<file path="src/xxh64_pkg.sv">
// package for the xxhash64 stream hash unit: primes and shared types
package xxh64_pkg;

    localparam logic [63:0] XP1 = 64'd11400714785074694791;
    localparam logic [63:0] XP2 = 64'd14029467366897019727;
    localparam logic [63:0] XP3 = 64'd1609587929392839161;
    localparam logic [63:0] XP4 = 64'd9650029242287828579;
    localparam logic [63:0] XP5 = 64'd2870177450012600261;

    localparam int unsigned WORD_W  = 64;
    localparam int unsigned COUNT_W = 4;
    localparam int unsigned PART_W  = 32;

    typedef logic [WORD_W-1:0] word_t;

    function automatic word_t rotl(input word_t x, input int unsigned r);
        rotl = (x << r) | (x >> (WORD_W - r));
    endfunction

endpackage

</file>
<file path="src/xxh64_mul.sv">
// sequential 64x64 low-half multiplier built from one 32x32 partial product per cycle
module xxh64_mul
(
    input  logic                clk,
    input  logic                rst_n,
    input  logic                start,
    input  xxh64_pkg::word_t    a,
    input  xxh64_pkg::word_t    b,
    output logic                done,
    output xxh64_pkg::word_t    product
);
    import xxh64_pkg::*;

    logic [1:0]        step_reg, step_next;
    logic              busy_reg, busy_next;
    logic              done_reg, done_next;
    word_t             a_reg, a_next, b_reg, b_next;
    word_t             acc_reg, acc_next;
    logic [PART_W-1:0] op_x, op_y;
    logic [2*PART_W-1:0] pp_reg;
    logic              pp_vld_reg;
    logic [1:0]        pp_step_reg;

    always_comb
    begin
        case (step_reg)
            2'd0:    begin op_x = a_reg[31:0];  op_y = b_reg[31:0];  end
            2'd1:    begin op_x = a_reg[63:32]; op_y = b_reg[31:0];  end
            default: begin op_x = a_reg[31:0];  op_y = b_reg[63:32]; end
        endcase
    end

    always_comb
    begin
        step_next = step_reg;
        busy_next = busy_reg;
        done_next = 1'b0;
        a_next    = a_reg;
        b_next    = b_reg;
        acc_next  = acc_reg;
        if (start)
        begin
            a_next    = a;
            b_next    = b;
            step_next = 2'd0;
            busy_next = 1'b1;
            acc_next  = '0;
        end
        else
        begin
            if (busy_reg)
            begin
                if (step_reg == 2'd2)
                    busy_next = 1'b0;
                else
                    step_next = step_reg + 2'd1;
            end
            if (pp_vld_reg)
            begin
                if (pp_step_reg == 2'd0)
                    acc_next = acc_reg + pp_reg;
                else
                    acc_next = acc_reg + {pp_reg[31:0], 32'd0};
                if (pp_step_reg == 2'd2)
                    done_next = 1'b1;
            end
        end
    end

    always_ff @(posedge clk or negedge rst_n)
    begin
        if (!rst_n)
        begin
            step_reg    <= '0;
            busy_reg    <= 1'b0;
            done_reg    <= 1'b0;
            pp_vld_reg  <= 1'b0;
            pp_step_reg <= '0;
        end
        else
        begin
            step_reg    <= step_next;
            busy_reg    <= busy_next;
            done_reg    <= done_next;
            pp_vld_reg  <= busy_reg && !start;
            pp_step_reg <= step_reg;
        end
    end

    always_ff @(posedge clk)
    begin
        a_reg   <= a_next;
        b_reg   <= b_next;
        acc_reg <= acc_next;
        pp_reg  <= op_x * op_y;
    end

    assign done    = done_reg;
    assign product = acc_reg;

endmodule

</file>
<file path="config.mk">
export PLATFORM = sky130hd
export DESIGN_NAME = xxh64_mul
export DESIGN_NICKNAME = d
export VERILOG_FILES = /design/src/xxh64_pkg.sv /design/src/xxh64_mul.sv
export SDC_FILE = /design/constraint.sdc
export NUM_CORES = 2
export LEC_CHECK = 0
export BUFFER_PORTS_ARGS = -buffer_cell sky130_fd_sc_hd__buf_2
export CORE_MARGIN = 2
export CORE_UTILIZATION = 30
export DETAILED_ROUTE_END_ITERATION = 8
export SETUP_SLACK_MARGIN = 0.05
export SYNTH_ARGS = -nofsm -noshare
export SYNTH_HDL_FRONTEND = slang
export SYNTH_SLANG_ARGS = --single-unit
</file>
<file path="constraint.sdc">
create_clock -name clk -period 19 [get_ports clk]
set_input_delay 0 -clock clk [delete_from_list [all_inputs] [get_ports clk]]
set_output_delay 0 -clock clk [all_outputs]
set_load 0.01 [all_outputs]
</file>
* Word-level counts from Yosys, hierarchy flattened
Index checks and enable logic that the tools add are counted.
** Storage, ports and cells
- Flip-flop bits (word level) :: 263
- Input bits :: 131
- Output and inout port bits :: 65
- Logic and storage cells :: 36
** Operators by class
- Add/sub/neg operators :: 3
- Multipliers :: 1
- Eq/ne operators :: 4
- Mux-type cells :: 12
- Reductions and logical operators :: 7
** Operators with widths (number)
- adder 64 bit :: 2
- multiplier 32 x 32 -> 64 bit :: 1
- two-way mux 32 bit :: 2
- two-way mux 64 bit :: 1
- two-way mux 1 bit :: 6
- two-way mux 2 bit :: 3
- == test 2 bit, second input constant :: 2
- logical NOT 2 bit :: 2
- adder 2 x 1 -> 2 bit, second input constant :: 1
- == test 2 x 1 -> 1 bit, second input constant :: 1
- inequality test 2 bit, second input constant :: 1
- AND reduction 2 bit :: 1
- nonzero test 2 bit :: 1
- OR reduction 2 bit :: 1
- logical AND 1 bit :: 1
- logical NOT 1 bit :: 1

* Depth between registers and ports, before layout
- Depth after elaboration :: 4
- Gate-level depth with buffers :: 33
- Mapped depth without buffers :: 30

* Worst setup path after synthesis
OpenSTA, ideal clock, no wires.
- Path type :: register -> register
- Start :: reg step_reg[0]
- End :: reg pp_reg[61]
- Library setup time :: 72 ps
- Arrival :: 8805 ps
- Data required time :: 18928 ps
- Slack :: 10123 ps
- Cell stages (with the launch flop) :: 30
- Buffers on the path :: 3
- Clock period less this slack :: 8877 ps
- Path through :: dfrtp_1 inv_1 ha_1 nor2_1 clkbuf_1 mux2i_1 clkbuf_1 nor2_1 fa_1 fa_1 fa_1 inv_1 fa_1 inv_1 fa_1 fa_1 fa_1 fa_1 ha_1 clkbuf_1 nand2_1 nor4_1 inv_1 or4_1 a21oi_1 nor3_1 o21ai_1 nand4b_1 a311oi_1 xor2_1
** On the way
- Cells in the longest elaborated chain, start to end :: 4
- Elaborated cells between the ends (all ways) :: 6
- Those cells by class :: 1 x mul; 1 x eq/ne; 2 x mux; 2 x reduce/logical
** RTL lines
- start, declared :: RTL line xxh64_mul.sv:14 : logic [1:0] step_reg, step_next;
- start signal, assigned :: RTL line xxh64_mul.sv:82 : step_reg <= step_next;
- == test 2 x 1 -> 1 bit or logical NOT 2 bit (tied branches) :: RTL line xxh64_mul.sv:26 : case (step_reg)
- OR reduction 2 bit (no line)
- two-way mux 32 bit :: RTL line xxh64_mul.sv:26
- multiplier 32 x 32 -> 64 bit (*) :: RTL line xxh64_mul.sv:95 : pp_reg <= op_x * op_y;
- end signal, assigned :: RTL line xxh64_mul.sv:95
- end, declared :: RTL line xxh64_mul.sv:20 : logic [2*PART_W-1:0] pp_reg;
Mark *: on every way between the ends. The rest lies on a longest branch, timed or not.
A chain may end at the register's enable or synchronous reset.

* Worst setup path after layout
- Start :: reg step_reg[1]
- End :: reg pp_reg[61]
The elaborated chain is that of the path after synthesis.

==> summary.txt <==
Yosys
  • Seq/Total Area, Yosys: 14.3%
  • Mapped Cells: 5064
  • Main synth FF type: edfxtp_1
  • Syn Area/Cell: 9.09 µm²
  • Synth area leaders: fa_1, ha_1, edfxtp_1, inv_1, nor2_1
  • Synth cell types: 74
  • Leading area contributor after synthesis: fa_1
  • Asr flop ratio synth: 2.66%
  • Number of synthesized flops with an enable pin: 128
  • Post-Syn Nets: 6453
  • Yosys reg bits: 263
  • Yosys warning count: 0
  • Post-synthesis cell area: 46000 µm²
  • Top cell type's share of synthesized area: 39.1%

Final layout
  • Area Growth Syn to Fin: 12.8%
  • Ratio of cells with drive above 1 in the final layout: 8.69%
  • Nets@finish: 6658
  • Fin area: 51900 µm²
  • FILL cells: 15621
  • Sequential Area: 6580 µm²
  • Multi-input logic area: 35600 µm²

Floorplan
  • Die area: 157000 µm²
  • FP Rows: 143
  • Core Area: 152000 µm²
  • Die Height: 396 µm
  • Die width: 396 µm
  • Initial Util: 30.3%
  • # IOs: 196

Global route
  • Initial antenna violation count: 1
  • Global-route wire length before repair: 248 mm
  • Vias in the first global route: 38994
  • Largest net degree at the start of global routing: 116
  • Gr usage total: 21.1%
  • GR Overflow Total: 0

Clock network
  • CTS buffer count: 34
  • CTS clock-pin slew for the worst setup and hold paths: 0.08 ns
  • Root Driver: clkbuf_16
  • Clk_lat worst skew: 0.57 ns
  • Clock Tree Buf Depth: 3
  • Clk sinks: 263
  • H-tree levels: 2
  • CTS tree: built

Placement
  • Area of placed instances: 49500 µm²
  • Pre-CTS setup slack: 8.59 ns
  • I/O Buffers: 195
  • Routability cong.: 0.996
  • Post-DP HPWL: 128 mm

STA
  • Minimum clock period: 10.65 ns
  • Tcrit/Tclk final: 56.0%
  • F_max: 93.9 MHz
  • Min Hold Slack: 0.142 ns
  • Final setup TNS: 0 ns
  • Final hold vios: 0
  • Final slew viol count: 0
  • Slew @ Worst Pin: 1.13 ns
  • RSZ-0062 raised after global routing: false
  • Final setup fails: 0
  • Clk_skew: 0.0168 ns
  • Slew margin rel.: 23.1%
  • Worst Setup Slack, final: 8.35 ns

Critical path
  • Setup Crit Path Kind: reg2reg
  • Critical path data required time: 19.48 ns
  • Crit-path slowest cell: mux2i_4
  • Critical Path End Type: flip-flop
  • Critical Path AT: 11.13 ns
  • Slowest Stage Delay on Critical Path: 1.01 ns
  • R2r setup slk: 8.35 ns
  • Cell mode on critical path: fa_1
  • CP Launch Type: flip-flop
  • Crit-path max FO: 36

Route
  • Vias per cell: 5.13
  • Routed length per instance: 22.8 µm
  • Drt first pass iters: 6
  • Drt drc: 0
  • Final WL: 167 mm
  • Drt initial violations: 3420
  • Vias: 37549
  • ANT nets after route: 0

Hold path
  • Hold Path Class: in2reg

Status
  • Run status: complete, no violations

Job
  • Max Cap Violations: 0
==> metrics by stage <==
| stage | util [%] | std cells |
|---|---|---|
| CTS | 34.1 | 7324 |
| detailed placement | 32.6 | 7133 |
| finish | 34.1 | 7326 |
| floorplan | - | 5064 |
| global placement | 32.6 | 7133 |
| global route | 34.1 | 7324 |
==> critical path: cells and delay by family (launching register included) <==
kind,cells,cell delay [ns]
simple gates,8,1.62
fa+ha+maj,10,4.91
xor+xnor,1,0.16
buf+inv,7,1.51
flops,1,0.38
compound gates,3,0.86
mux,1,1.01
==> cell type report <==
| class | count | share of cell area [%] |
|---|---|---|
| clock buffer | 43 | 1.84 |
| tap | 2030 | 4.89 |
| clock inverter | 18 | 0.248 |
| timing repair buffer | 398 | 5.48 |
| multi-input combinational | 3695 | 68.5 |
| antenna | 2 | 0.00964 |
| inverter | 877 | 6.34 |
| sequential | 263 | 12.7 |
==> cell usage after synthesis (19+ instances only) <==
master    number
xnor2_1       95
xor2_1        49
and3_1        21
nor2_1       750
a21oi_1      215
fa_1         898
ha_1         360
o21bai_1      31
nor3_1        29
nor2b_1       20
inv_1        877
a211oi_1      23
edfxtp_1     128
clkbuf_1     202
nand3_1       42
nand4_1       36
o21a_1        20
mux2_2        62
o21ai_0      106
nand2_1      597
mux2i_1       65
dfxtp_1      128
a21o_1        73
buf_1         19
==> layout by cell type, fill, tap and decap left out, drive strengths merged, types with 10 or more instances in the layout <==
| cell type | instances |
|---|---|
| dfxtp | 128 |
| nor2b | 20 |
| fa | 898 |
| nor2 | 750 |
| xor2 | 49 |
| nor3 | 29 |
| a21oi | 215 |
| a21o | 73 |
| edfxtp | 128 |
| o211ai | 12 |
| a41oi | 12 |
| a31oi | 13 |
| xnor2 | 95 |
| inv | 882 |
| a2111oi | 10 |
| nand4 | 36 |
| or2 | 13 |
| and3 | 21 |
| or3 | 12 |
| o21ai | 110 |
| o21bai | 31 |
| nand2b | 16 |
| ha | 360 |
| mux2 | 62 |
| mux2i | 65 |
| o21a | 20 |
| nand2 | 597 |
| dlygate4sd3 | 130 |
| nand3 | 42 |
| buf | 267 |
| clkinv | 12 |
| and2 | 10 |
| a211oi | 23 |
| clkbuf | 44 |
==> path summary, 6_finish.rpt <==
path                              from              to  depth (start not counted)
min reg2reg                step_reg[1]  pp_step_reg[1]                          0
max                        step_reg[1]      pp_reg[61]                         30
min                              b[27]       b_reg[27]                          2
max reg2reg                step_reg[1]      pp_reg[61]                         30
max in group asynchronous        rst_n      pp_vld_reg                          3
min in group asynchronous        rst_n     step_reg[1]                          3
==> what timing repair did <==
action	in CTS	in global routing
hold endpoints to repair	135	0
hold buffers	130	0
resized for setup	0	0
endpoints found under the setup margin	0	0
setup buffers	0	0
==> metal layers <==
layer  GRT usage, %  up-vias  routed length (µm)
met5              0        -                  11
met4           8.15        2                8010
met3           6.36      392               19200
met2           31.7     2114               70400
met1           28.5    18787               69300
li1               -    16254                   -
==> kinds of logic after synthesis <==
family / after synthesis / synth area share [%]
AOI/OAI and AO/OA: 587 / 8.11
xor gates and xnor gates: 144 / 2.74
adders and majority gates: 1258 / 48.8
buffers and inverters: 1106 / 9.04
DFF: 263 / 14.3
muxes: 127 / 2.93
and+or+nand+nor: 1579 / 14.0
Power is left out: the tool's default activity adds up to more than one toggle a clock period on the data nets, which glitch-free logic cannot reach.
